`config.mk`:
```
export PLATFORM = sky130hd
export DESIGN_NAME = omni_drive_heading_mixer
export DESIGN_NICKNAME = d
export VERILOG_FILES = /design/src/rtl/odhm_pkg.sv /design/src/rtl/odhm_ctrl.sv /design/src/rtl/odhm_datapath.sv /design/src/rtl/omni_drive_heading_mixer.sv
export SDC_FILE = /design/constraint.sdc
export NUM_CORES = 2
export LEC_CHECK = 0
export BUFFER_PORTS_ARGS = -buffer_cell sky130_fd_sc_hd__buf_2
export CORE_ASPECT_RATIO = 1.2
export CORE_MARGIN = 5
export CORE_UTILIZATION = 63
export CTS_CLUSTER_SIZE = 40
export DETAILED_ROUTE_END_ITERATION = 6
export GPL_ROUTABILITY_DRIVEN = 0
export GPL_TIMING_DRIVEN = 0
export PLACE_DENSITY = 0.8
export SLEW_MARGIN = 40
export SYNTH_ARGS = -nofsm -noshare
export SYNTH_HDL_FRONTEND = slang
export SYNTH_SLANG_ARGS = --single-unit
```
`constraint.sdc`:
```
create_clock -name clock -period 20.8 [get_ports clock]
set_input_delay 4.16 -clock clock [delete_from_list [all_inputs] [get_ports clock]]
set_output_delay 4.16 -clock clock [all_outputs]
set_load 0.02 [all_outputs]
```
`src/rtl/odhm_pkg.sv`:
```
`timescale 1ns / 1ps
`default_nettype none

package odhm_pkg;

   localparam int DEG_W      = 9;
   localparam int SPEED_W    = 11;
   localparam int DUTY_W     = 12;
   localparam int ERR_W      = 8;
   localparam int IDX_W      = 7;
   localparam int KD_W       = 20;
   localparam int CORR_W     = 20;
   localparam int WHEEL_W    = 21;
   localparam int WHEELS     = 4;

   localparam int SINE_ENTRIES = 91;

   localparam logic [DEG_W-1:0] DEG_1   = 9'd1;
   localparam logic [DEG_W-1:0] DEG_45  = 9'd45;
   localparam logic [DEG_W-1:0] DEG_90  = 9'd90;
   localparam logic [DEG_W-1:0] DEG_180 = 9'd180;
   localparam logic [DEG_W-1:0] DEG_270 = 9'd270;
   localparam logic [DEG_W-1:0] DEG_359 = 9'd359;
   localparam logic [DEG_W-1:0] DEG_360 = 9'd360;

   localparam logic [DUTY_W-1:0] ROTATE_LIMIT_RESET = 12'd1800;

   // floor(x / 60) for 12-bit x as (x * 4370) >> 18
   localparam int                RECIP60_W     = 13;
   localparam logic [12:0]       RECIP60       = 13'd4370;
   localparam int                RECIP60_SHIFT = 18;
   localparam int                KP_GAIN_W     = 7;

   localparam logic signed [9:0] D_GAIN = 10'sd500;

   localparam logic [63:0] RAD_PER_DEG_Q30 = 64'd18740330;
   localparam logic [63:0] TAYLOR_DEN [0:6] = '{64'd6, 64'd20, 64'd42, 64'd72,
                                                64'd110, 64'd156, 64'd210};

   // subtract mask per wheel, bit 0 is wheel one
   localparam logic [WHEELS-1:0] MIX_PNNP = 4'b0110;
   localparam logic [WHEELS-1:0] MIX_NPPN = 4'b1001;
   localparam logic [WHEELS-1:0] MIX_NNPP = 4'b0011;
   localparam logic [WHEELS-1:0] MIX_PPNN = 4'b1100;

   typedef struct packed {
      logic [DEG_W-1:0]   heading_deg;
      logic [SPEED_W-1:0] speed;
      logic [DEG_W-1:0]   yaw_deg;
   } req_beat_type;

   typedef struct packed {
      logic [DUTY_W-1:0] duty_one;
      logic [DUTY_W-1:0] duty_two;
      logic [DUTY_W-1:0] duty_three;
      logic [DUTY_W-1:0] duty_four;
      logic              dir_one;
      logic              dir_two;
      logic              dir_three;
      logic              dir_four;
   } rsp_beat_type;

   typedef struct packed {
      logic load;
      logic prep;
      logic trig;
      logic mul;
      logic div_step;
      logic mix;
   } cmd_type;

   typedef struct packed {
      logic out_busy;
   } status_type;

   // series sine in q30 of a whole degree 0..90, elaboration only
   function automatic logic [63:0] sine_q30(input int unsigned deg);
      logic [63:0] r;
      logic [63:0] r2;
      logic [63:0] term;
      logic [63:0] pos;
      logic [63:0] neg;
      r    = 64'(deg) * RAD_PER_DEG_Q30;
      r2   = (r * r) >> 30;
      term = r;
      pos  = r;
      neg  = '0;
      for (int k = 0; k < 7; k++) begin
         term = ((term * r2) >> 30) / TAYLOR_DEN[k];
         if (k % 2 == 0) begin
            neg = neg + term;
         end else begin
            pos = pos + term;
         end
      end
      return (pos > neg) ? pos - neg : 64'd0;
   endfunction

endpackage

`default_nettype wire

```
`src/rtl/odhm_ctrl.sv`:
```
`timescale 1ns / 1ps
`default_nettype none

module odhm_ctrl import odhm_pkg::*; #(
   parameter int DIV_STEPS = 27
) (
   input  wire logic       clock,
   input  wire logic       reset,
   input  wire logic       req_valid,
   output logic            req_ready,
   input  wire status_type status,
   output cmd_type         cmd
);

   localparam int CNT_W = $clog2(DIV_STEPS);
   localparam logic [CNT_W-1:0] CNT_LAST = CNT_W'(DIV_STEPS - 1);

   typedef enum logic [2:0] {
      ST_IDLE,
      ST_PREP,
      ST_TRIG,
      ST_MUL,
      ST_DIV,
      ST_MIX
   } state_type;

   state_type        state_ff, state_in;
   logic [CNT_W-1:0] cnt_ff, cnt_in;

   always_comb begin
      state_in = state_ff;
      cnt_in   = cnt_ff;
      case (state_ff)
         ST_IDLE: begin
            if (req_valid) state_in = ST_PREP;
         end
         ST_PREP: state_in = ST_TRIG;
         ST_TRIG: state_in = ST_MUL;
         ST_MUL: begin
            state_in = ST_DIV;
            cnt_in   = '0;
         end
         ST_DIV: begin
            if (cnt_ff == CNT_LAST) begin
               state_in = ST_MIX;
            end else begin
               cnt_in = cnt_ff + 1'b1;
            end
         end
         ST_MIX: begin
            if (!status.out_busy) state_in = ST_IDLE;
         end
         default: state_in = ST_IDLE;
      endcase
   end

   always_ff @(posedge clock) begin
      if (reset) begin
         state_ff <= ST_IDLE;
         cnt_ff   <= '0;
      end else begin
         state_ff <= state_in;
         cnt_ff   <= cnt_in;
      end
   end

   assign req_ready = (state_ff == ST_IDLE);

   always_comb begin
      cmd          = '0;
      cmd.load     = (state_ff == ST_IDLE) && req_valid;
      cmd.prep     = (state_ff == ST_PREP);
      cmd.trig     = (state_ff == ST_TRIG);
      cmd.mul      = (state_ff == ST_MUL);
      cmd.div_step = (state_ff == ST_DIV);
      cmd.mix      = (state_ff == ST_MIX) && !status.out_busy;
   end

`ifndef SYNTHESIS
   a_accept_starts: assert property (@(posedge clock) disable iff (reset)
      req_valid && req_ready |=> state_ff == ST_PREP)
      else $error("accepted beat did not start prep");

   a_div_length: assert property (@(posedge clock) disable iff (reset)
      state_ff == ST_DIV && cnt_ff == CNT_LAST |=> state_ff == ST_MIX)
      else $error("divider ran past its step count");

   a_mix_holds: assert property (@(posedge clock) disable iff (reset)
      state_ff == ST_MIX && status.out_busy |=> state_ff == ST_MIX)
      else $error("result dropped while output still held");
`endif

endmodule

`default_nettype wire

```
`src/rtl/odhm_datapath.sv`:
```
`timescale 1ns / 1ps
`default_nettype none

module odhm_datapath import odhm_pkg::*; #(
   parameter int TRIG_FRAC_BITS = 15
) (
   input  wire logic                clock,
   input  wire logic                reset,
   input  wire cmd_type             cmd,
   output status_type               status,
   input  wire req_beat_type        req_data,
   output logic                     rsp_valid,
   input  wire logic                rsp_ready,
   output rsp_beat_type             rsp_data,
   input  wire logic                csr_wr_en,
   input  wire logic [DUTY_W-1:0]   csr_wr_data
);

   localparam int DW    = TRIG_FRAC_BITS + 1;
   localparam int PW    = DW + SPEED_W;
   localparam int SHIFT = 30 - TRIG_FRAC_BITS;

   function automatic logic [SINE_ENTRIES*DW-1:0] sine_rom();
      logic [SINE_ENTRIES*DW-1:0] rom;
      logic [63:0]                s;
      rom = '0;
      for (int d = 0; d < SINE_ENTRIES; d++) begin
         s = sine_q30(d);
         s = (s + (64'd1 << (SHIFT - 1))) >> SHIFT;
         rom[d*DW +: DW] = s[DW-1:0];
      end
      return rom;
   endfunction

   localparam logic [SINE_ENTRIES*DW-1:0] SINE_ROM = sine_rom();

   // control and architectural state
   logic                 rsp_valid_ff, rsp_valid_in;
   logic [DUTY_W-1:0]    rl_ff, rl_in;
   logic [ERR_W-1:0]     prev_err_ff, prev_err_in;

   // item registers
   logic [DEG_W-1:0]         h_ff, h_in;
   logic [SPEED_W-1:0]       v_ff, v_in;
   logic [DEG_W-1:0]         g_ff, g_in;
   logic [IDX_W-1:0]         si_ff, si_in;
   logic [IDX_W-1:0]         ci_ff, ci_in;
   logic                     cneg_ff, cneg_in;
   logic                     sneg_ff, sneg_in;
   logic [ERR_W-1:0]         err_ff, err_in;
   logic                     mix_en_ff, mix_en_in;
   logic [WHEELS-1:0]        mix_neg_ff, mix_neg_in;
   logic [KP_GAIN_W-1:0]     kp_gain_ff, kp_gain_in;
   logic [DW-1:0]            sm_ff, sm_in;
   logic [DW-1:0]            cm_ff, cm_in;
   logic [ERR_W+KP_GAIN_W-1:0] kp_raw_ff, kp_raw_in;
   logic signed [KD_W-1:0]   kd_ff, kd_in;
   logic                     swap_ff, swap_in;
   logic [DW-1:0]            den_ff, den_in;
   logic [DW-1:0]            rem_ff, rem_in;
   logic [PW-1:0]            quo_ff, quo_in;
   logic signed [CORR_W-1:0] corr_ff, corr_in;
   rsp_beat_type             rsp_ff, rsp_in;

   // prep
   logic [DEG_W-1:0] h_fix, a2_sum, a2, a, g_fix;
   logic             q0, q1, q2, q3, ya, yb;
   logic [RECIP60_W+DUTY_W-1:0] rl_prod;

   always_comb begin
      h_fix  = (h_ff > DEG_360) ? h_ff - DEG_360 : h_ff;
      a2_sum = h_fix + DEG_45;
      a2     = (a2_sum > DEG_360) ? a2_sum - DEG_360 : a2_sum;
      a      = (a2 == DEG_360) ? '0 : a2;
      g_fix  = (g_ff >= DEG_360) ? g_ff - DEG_360 : g_ff;

      if (a <= DEG_90) begin
         si_in = IDX_W'(a);
         ci_in = IDX_W'(DEG_90 - a);
         sneg_in = 1'b0;
         cneg_in = 1'b0;
      end else if (a <= DEG_180) begin
         si_in = IDX_W'(DEG_180 - a);
         ci_in = IDX_W'(a - DEG_90);
         sneg_in = 1'b0;
         cneg_in = 1'b1;
      end else if (a <= DEG_270) begin
         si_in = IDX_W'(a - DEG_180);
         ci_in = IDX_W'(DEG_270 - a);
         sneg_in = 1'b1;
         cneg_in = 1'b1;
      end else begin
         si_in = IDX_W'(DEG_360 - a);
         ci_in = IDX_W'(a - DEG_270);
         sneg_in = 1'b1;
         cneg_in = 1'b0;
      end

      err_in = (g_fix < DEG_180) ? ERR_W'(g_fix) : ERR_W'(DEG_360 - g_fix);

      q0 = (a2 <= DEG_90);
      q1 = !q0 && (a2 <= DEG_180);
      q2 = !q0 && !q1 && (a2 <= DEG_270);
      q3 = (a2 > DEG_270);
      ya = (g_fix > DEG_1) && (g_fix <= DEG_180);
      yb = (g_fix > DEG_180) && (g_fix < DEG_359);
      mix_en_in = ya || yb;
      if ((q0 && ya) || (q2 && yb)) begin
         mix_neg_in = MIX_PNNP;
      end else if ((q0 && yb) || (q2 && ya)) begin
         mix_neg_in = MIX_NPPN;
      end else if ((q1 && ya) || (q3 && yb)) begin
         mix_neg_in = MIX_NNPP;
      end else begin
         mix_neg_in = MIX_PPNN;
      end

      rl_prod    = (RECIP60_W+DUTY_W)'(rl_ff) * (RECIP60_W+DUTY_W)'(RECIP60);
      kp_gain_in = rl_prod[RECIP60_SHIFT +: KP_GAIN_W];
   end

   // table lookup and pd terms
   logic signed [ERR_W+1:0] err_diff;
   logic signed [KD_W-1:0]  kd_full;

   always_comb begin
      sm_in     = SINE_ROM[si_ff*DW +: DW];
      cm_in     = SINE_ROM[ci_ff*DW +: DW];
      kp_raw_in = (ERR_W+KP_GAIN_W)'(err_ff) * (ERR_W+KP_GAIN_W)'(kp_gain_ff);
      err_diff  = $signed({2'b00, err_ff}) - $signed({2'b00, prev_err_ff});
      kd_full   = KD_W'(err_diff) * KD_W'(D_GAIN);
      kd_in     = (kd_full > $signed({(KD_W-DUTY_W)'(0), rl_ff}))
                  ? $signed({(KD_W-DUTY_W)'(0), rl_ff}) : kd_full;
   end

   // multiply setup and pd sum
   logic [DW-1:0]     min_mag;
   logic [DUTY_W-1:0] kp_c;

   always_comb begin
      swap_in = (cm_ff < sm_ff);
      min_mag = swap_in ? cm_ff : sm_ff;
      den_in  = swap_in ? sm_ff : cm_ff;
      kp_c    = (kp_raw_ff > (ERR_W+KP_GAIN_W)'(rl_ff)) ? rl_ff : DUTY_W'(kp_raw_ff);
      corr_in = $signed({(CORR_W-DUTY_W)'(0), kp_c}) + CORR_W'(kd_ff);
   end

   // one quotient bit per step
   logic [DW:0] div_trial;
   logic [DW:0] div_diff;

   always_comb begin
      div_trial = {rem_ff, quo_ff[PW-1]};
      div_diff  = div_trial - {1'b0, den_ff};
   end

   // wheel mix
   logic [SPEED_W-1:0]        small_base, base13, base24;
   logic signed [WHEEL_W-1:0] wheel_p [WHEELS];
   logic [WHEEL_W-1:0]        wheel_m [WHEELS];
   logic [DUTY_W-1:0]         duty [WHEELS];
   logic [WHEELS-1:0]         flag;
   logic                      cneg_eff, sneg_eff;

   always_comb begin
      small_base = (den_ff == '0) ? '0 : quo_ff[SPEED_W-1:0];
      base13     = swap_ff ? small_base : v_ff;
      base24     = swap_ff ? v_ff : small_base;
      cneg_eff   = cneg_ff && (cm_ff != '0);
      sneg_eff   = sneg_ff && (sm_ff != '0);
      for (int i = 0; i < WHEELS; i++) begin
         wheel_p[i] = $signed({(WHEEL_W-SPEED_W)'(0), ((i % 2 == 0) ? base13 : base24)});
         if (mix_en_ff) begin
            if (mix_neg_ff[i]) begin
               wheel_p[i] = wheel_p[i] - WHEEL_W'(corr_ff);
            end else begin
               wheel_p[i] = wheel_p[i] + WHEEL_W'(corr_ff);
            end
         end
         flag[i]    = wheel_p[i][WHEEL_W-1];
         wheel_m[i] = flag[i] ? WHEEL_W'(-wheel_p[i]) : WHEEL_W'(wheel_p[i]);
         duty[i]    = (wheel_m[i] > WHEEL_W'(rl_ff)) ? rl_ff : DUTY_W'(wheel_m[i]);
      end
      rsp_in.duty_one   = duty[0];
      rsp_in.duty_two   = duty[1];
      rsp_in.duty_three = duty[2];
      rsp_in.duty_four  = duty[3];
      rsp_in.dir_one    = ~(flag[0] ^ cneg_eff);
      rsp_in.dir_two    = flag[1] ^ sneg_eff;
      rsp_in.dir_three  = flag[2] ^ cneg_eff;
      rsp_in.dir_four   = flag[3] ^ sneg_eff;
   end

   always_comb begin
      h_in = req_data.heading_deg;
      v_in = req_data.speed;
      g_in = req_data.yaw_deg;
      if (cmd.mul) begin
         rem_in = '0;
         quo_in = PW'(min_mag) * PW'(v_ff);
      end else begin
         rem_in = div_diff[DW] ? div_trial[DW-1:0] : div_diff[DW-1:0];
         quo_in = {quo_ff[PW-2:0], ~div_diff[DW]};
      end
      rl_in        = csr_wr_en ? csr_wr_data : rl_ff;
      prev_err_in  = cmd.mix ? err_ff : prev_err_ff;
      rsp_valid_in = cmd.mix ? 1'b1 : (rsp_ready ? 1'b0 : rsp_valid_ff);
   end

   always_ff @(posedge clock) begin
      if (reset) begin
         rsp_valid_ff <= 1'b0;
         rl_ff        <= ROTATE_LIMIT_RESET;
         prev_err_ff  <= '0;
      end else begin
         rsp_valid_ff <= rsp_valid_in;
         rl_ff        <= rl_in;
         prev_err_ff  <= prev_err_in;
      end
   end

   always_ff @(posedge clock) begin
      if (cmd.load) begin
         h_ff <= h_in;
         v_ff <= v_in;
         g_ff <= g_in;
      end
      if (cmd.prep) begin
         si_ff      <= si_in;
         ci_ff      <= ci_in;
         cneg_ff    <= cneg_in;
         sneg_ff    <= sneg_in;
         err_ff     <= err_in;
         mix_en_ff  <= mix_en_in;
         mix_neg_ff <= mix_neg_in;
         kp_gain_ff <= kp_gain_in;
      end
      if (cmd.trig) begin
         sm_ff     <= sm_in;
         cm_ff     <= cm_in;
         kp_raw_ff <= kp_raw_in;
         kd_ff     <= kd_in;
      end
      if (cmd.mul) begin
         swap_ff <= swap_in;
         den_ff  <= den_in;
         corr_ff <= corr_in;
      end
      if (cmd.mul || cmd.div_step) begin
         rem_ff <= rem_in;
         quo_ff <= quo_in;
      end
      if (cmd.mix) begin
         rsp_ff <= rsp_in;
      end
   end

   assign status.out_busy = rsp_valid_ff && !rsp_ready;
   assign rsp_valid       = rsp_valid_ff;
   assign rsp_data        = rsp_ff;

`ifndef SYNTHESIS
   a_mix_shows_beat: assert property (@(posedge clock) disable iff (reset)
      cmd.mix |=> rsp_valid_ff)
      else $error("result beat not presented after mix");
`endif

endmodule

`default_nettype wire

```
`src/rtl/omni_drive_heading_mixer.sv`:
```
// each req beat runs prep, trig, mul, the divider and mix before another req beat is taken
// the one-bit-per-cycle restoring divider scales the smaller wheel base
//   (TRIG_FRAC_BITS + 12 steps)
// a new req beat is taken while the previous rsp beat still waits in the output register
// reset is synchronous, active high: rotate limit returns to 1800, stored heading error to 0
`timescale 1ns / 1ps
`default_nettype none

module omni_drive_heading_mixer import odhm_pkg::*; #(
   parameter int TRIG_FRAC_BITS = 15
) (
   input  wire logic              clock,
   input  wire logic              reset,
   input  wire logic              req_valid,
   output logic                   req_ready,
   input  wire req_beat_type      req_data,
   output logic                   rsp_valid,
   input  wire logic              rsp_ready,
   output rsp_beat_type           rsp_data,
   input  wire logic              csr_wr_en,
   input  wire logic [DUTY_W-1:0] csr_wr_data
);

   localparam int DIV_STEPS = TRIG_FRAC_BITS + 1 + SPEED_W;

   cmd_type    cmd;
   status_type status;

   odhm_ctrl #(
      .DIV_STEPS (DIV_STEPS)
   ) u_ctrl (
      .clock     (clock),
      .reset     (reset),
      .req_valid (req_valid),
      .req_ready (req_ready),
      .status    (status),
      .cmd       (cmd)
   );

   odhm_datapath #(
      .TRIG_FRAC_BITS (TRIG_FRAC_BITS)
   ) u_datapath (
      .clock       (clock),
      .reset       (reset),
      .cmd         (cmd),
      .status      (status),
      .req_data    (req_data),
      .rsp_valid   (rsp_valid),
      .rsp_ready   (rsp_ready),
      .rsp_data    (rsp_data),
      .csr_wr_en   (csr_wr_en),
      .csr_wr_data (csr_wr_data)
   );

endmodule

`default_nettype wire

```
==> impl_metrics.tcl <==
set metrics [dict create \
    highest-signal-layer "met4" \
    routedWlPerCell_um 20.8 \
    grt_max_degree 46 \
    synthArstFlopShare_pct 0 \
    overflow 0 \
    worstSetupStartpoint "u_datapath.cm_ff[1]" \
    hp-class "flop to flop" \
    wl_met2_um 50700 \
    endpoint "u_datapath.quo_ff[26]" \
    clkLatencyLatePin_ns 0.57 \
    synth-seq-area-share_pct 22.6 \
    dieArea_mm2 0.0643 \
    critPathMostFrequentCell "a21o_1" \
    vdd_ir_drop_max_mv 0.171 \
    r2r_slack_ns 11.14 \
    required_ns 21.09 \
    clockBufferDepth 3 \
    r2r_end "u_datapath.quo_ff[26]" \
    antennaDiodeCount 0 \
    drtAntennaViolNets 0 \
    core_mm2 0.0586 \
    fill_cells 4691 \
    drt_wl_total_um 111000 \
    rsz0062_at_grt "no" \
    drc 40 \
    reg2reg_depth 36 \
    rows 97 \
    ioPinCount 100 \
    power_density_mw_per_mm2 132 \
    drt-initial-drc-count 4483 \
    path_clk_slew_ns 0.06 \
    cts_resized 0 \
    path_class "flop to flop" \
    cp_slowest_cell "fa_1" \
    grt_pass1_vias 33600 \
    postSynthCellCount 4342 \
    postCtsSetupBuffers 0 \
    hold_viol 0 \
    crit_fanout 10 \
    route.met3.wl_um 10600 \
    maxSlewViolCount 0 \
    skew_ns 0.0349 \
    synth_ff_type "edfxtp_1" \
    vias 34400 \
    netlist_area_mm2 0.0374 \
    cts_tree "built" \
    dieWidth_um 232 \
    fin_crit_sh_pct 46.4 \
    nNetsFinal 5150 \
    cts-root-buf "clkbuf_16" \
    syn-num-nets 4997 \
    yosys_warnings 0 \
    tightest_slew_ns 0.908 \
    postSynthAreaPerCell_um2 8.61 \
    wl_met1_um 42100 \
    drt_pass1_iterations 7 \
    track_usage_pct 33.4 \
    drive_gt1_share_pct 7.68 \
    setup_tns_ns 0 \
    numPortBuffers 97 \
    start_util_pct 63.8 \
    outcome "complete, but fails checks" \
    maxCapViolCount 0 \
    worst_path_largest_cell_delay_ns 0.55 \
    cts_sinks 291 \
    htree_levels 2 \
    synthDistinctLibCells 113 \
    area_growth_pct 7.58 \
    hold_buffers 0 \
    failed_checks "design-rule violations" \
    power.leakage_nw 17.5 \
    cp.arrival_ns 9.95 \
    relSlewSlack_pct 38.7 \
    grt_first_pass_wirelength_um 176000 \
    period_needed_ns 9.66 \
    antenna_found_initial 0 \
    synth_edf_count 262 \
    ys_ff_latch 291 \
    finalSetupViolCount 0 \
    drt-vias-per-instance 6.48 \
    worst_setup_path_start_kind "flop" \
    numCtsBuffers 35 \
    fmax_mhz 104 \
    r2r_start "u_datapath.cm_ff[1]" \
    hpwl_um 86700 \
    cp-end-kind "flop" \
    fin_util_pct 68.6 \
    die_h_um 277 \
]
-- final cells by class --
cell class                      instances  area [um2]  share of cell area, %
Timing Repair Buffer                  116         681                   1.69
Tap cell                              792         991                   2.46
Buffer                                219         868                   2.16
Clock inverter                         15         128                  0.317
Multi-Input combinational cell       3364       26400                   65.6
Sequential cell                       291        8450                   21.0
Clock buffer                           47         952                   2.37
Inverter                              468        1760                   4.37
-- sequential cells by signal, summed over array words and instances (netlist names), 3 cells and up --
| signal | cells |
|---|---|
| u_datapath.prev_err_ff | 8 |
| u_ctrl.state_ff | 3 |
| u_datapath.err_ff | 8 |
| u_datapath.corr_ff | 20 |
| u_datapath.sm_ff | 16 |
| u_ctrl.cnt_ff | 5 |
| u_datapath.rsp_data | 52 |
| u_datapath.g_ff | 9 |
| u_datapath.h_ff | 9 |
| u_datapath.rem_ff | 16 |
| u_datapath.den_ff | 16 |
| u_datapath.quo_ff | 27 |
| u_datapath.kp_gain_ff | 7 |
| u_datapath.v_ff | 11 |
| u_datapath.mix_neg_ff | 4 |
| u_datapath.kp_raw_ff | 15 |
| u_datapath.si_ff | 6 |
| u_datapath.rl_ff | 12 |
| u_datapath.kd_ff | 19 |
| u_datapath.ci_ff | 7 |
| u_datapath.cm_ff | 16 |
-- metal layers --
metal  global-route usage [%]  up-vias
li1                         -    15700
met1                     42.2    16000
met2                     54.6     2094
met3                     6.42      595
met4                     17.5        0
met5                        0        -
-- report_power, final --
| part | total (W) | switching, W | internal (W) |
|---|---|---|---|
| registers | 0.000823 | 0.0000600 | 0.000763 |
| clock network | 0.000590 | 0.000254 | 0.000336 |
| logic | 0.00389 | 0.00230 | 0.00159 |
| total | 0.00530 | 0.00261 | 0.00269 |
-- worst min path at each step --
stage / from / endpoint / cells past startpoint
5_1_grt: u_datapath.prev_err_ff[7] / u_datapath.prev_err_ff[7] / 2
4_1_cts: u_datapath.prev_err_ff[1] / u_datapath.prev_err_ff[1] / 2
3_3_place_gp: u_datapath.prev_err_ff[6] / u_datapath.prev_err_ff[6] / 2
2_1_floorplan: u_datapath.prev_err_ff[1] / u_datapath.prev_err_ff[1] / 2
3_5_place_dp: u_datapath.prev_err_ff[1] / u_datapath.prev_err_ff[1] / 2
6_report: u_datapath.prev_err_ff[1] / u_datapath.prev_err_ff[1] / 2
-- through the flow --
stage / instance area (um2) / power, W / worst slack [ns] / hold slack [ns] / std cells
after global routing: 40200 / 0.00584 / 10.65 / 0.533 / 5312
after CTS: 40200 / 0.00526 / 11.17 / 0.498 / 5312
after detailed placement: 39100 / 0.00464 / 11.17 / 0.483 / 5250
after global placement: 38900 / 0.00451 / 11.40 / 0.473 / 5231
final: 40200 / 0.00530 / 11.14 / 0.495 / 5312
after floorplan: 37400 / 0.00380 / 12.47 / 0.460 / 4342
-- cell usage after synthesis (82+ instances only) --
cell type	number	area share [%]
nor3_1	82	1.1
and2_1	95	1.6
nand2_1	433	4.3
xnor2_1	136	3.2
ha_1	411	14
inv_1	461	4.6
clkbuf_1	172	1.7
fa_1	198	11
nor2_1	309	3.1
edfxtp_1	262	21
mux2_2	84	2.5
a21oi_1	247	3.3
mux2i_1	118	3.2
o21ai_0	254	3.4
-- placed cells by master, fill, tap and decap left out, types with 16 or more instances in the layout --
cell type	n
inv_1	461
nand2_1	432
ha_1	411
nor2_1	309
edfxtp_1	262
o21ai_0	253
a21oi_1	246
fa_1	198
clkbuf_1	180
xnor2_1	135
mux2i_1	118
buf_2	115
and2_1	94
mux2_2	84
nor3_1	82
nand3_1	76
a21o_1	69
nand2b_1	56
xor2_1	54
o21a_1	51
a211oi_1	48
a31oi_1	47
nand4_1	43
nor2b_1	41
o31ai_1	37
o211ai_1	37
clkbuf_16	36
or3_1	29
buf_1	29
dfxtp_1	29
a311oi_1	25
o21bai_1	22
and3_1	21
o22ai_1	19
a21boi_0	18
nor4_1	17
or2_2	17
o221ai_1	16
a311o_1	16
-- kinds of logic (layout without fill, tap and decap cells) --
kind of cell    Yosys count  count (layout)  synth area share [%]
compound gates         1059            1059                  18.7
flops                   291             291                  22.6
mux                     215             215                  6.20
other cells               1               1                0.0100
simple gates           1286            1286                  16.5
fa+ha+maj               611             611                  24.4
xor+xnor                192             192                  4.52
buf+inv                 687             865                  7.00
-- critical path: cells and delay by family, from the launching register on --
family / cells / cell delay, ns
compound gates: 15 / 3.06
fa+ha+maj: 7 / 3.23
mux: 1 / 0.32
simple gates: 6 / 0.83
buf+inv: 6 / 1.27
flops: 1 / 0.50
xor+xnor: 1 / 0.13
Note: power is estimated with default switching activity, not from simulation.
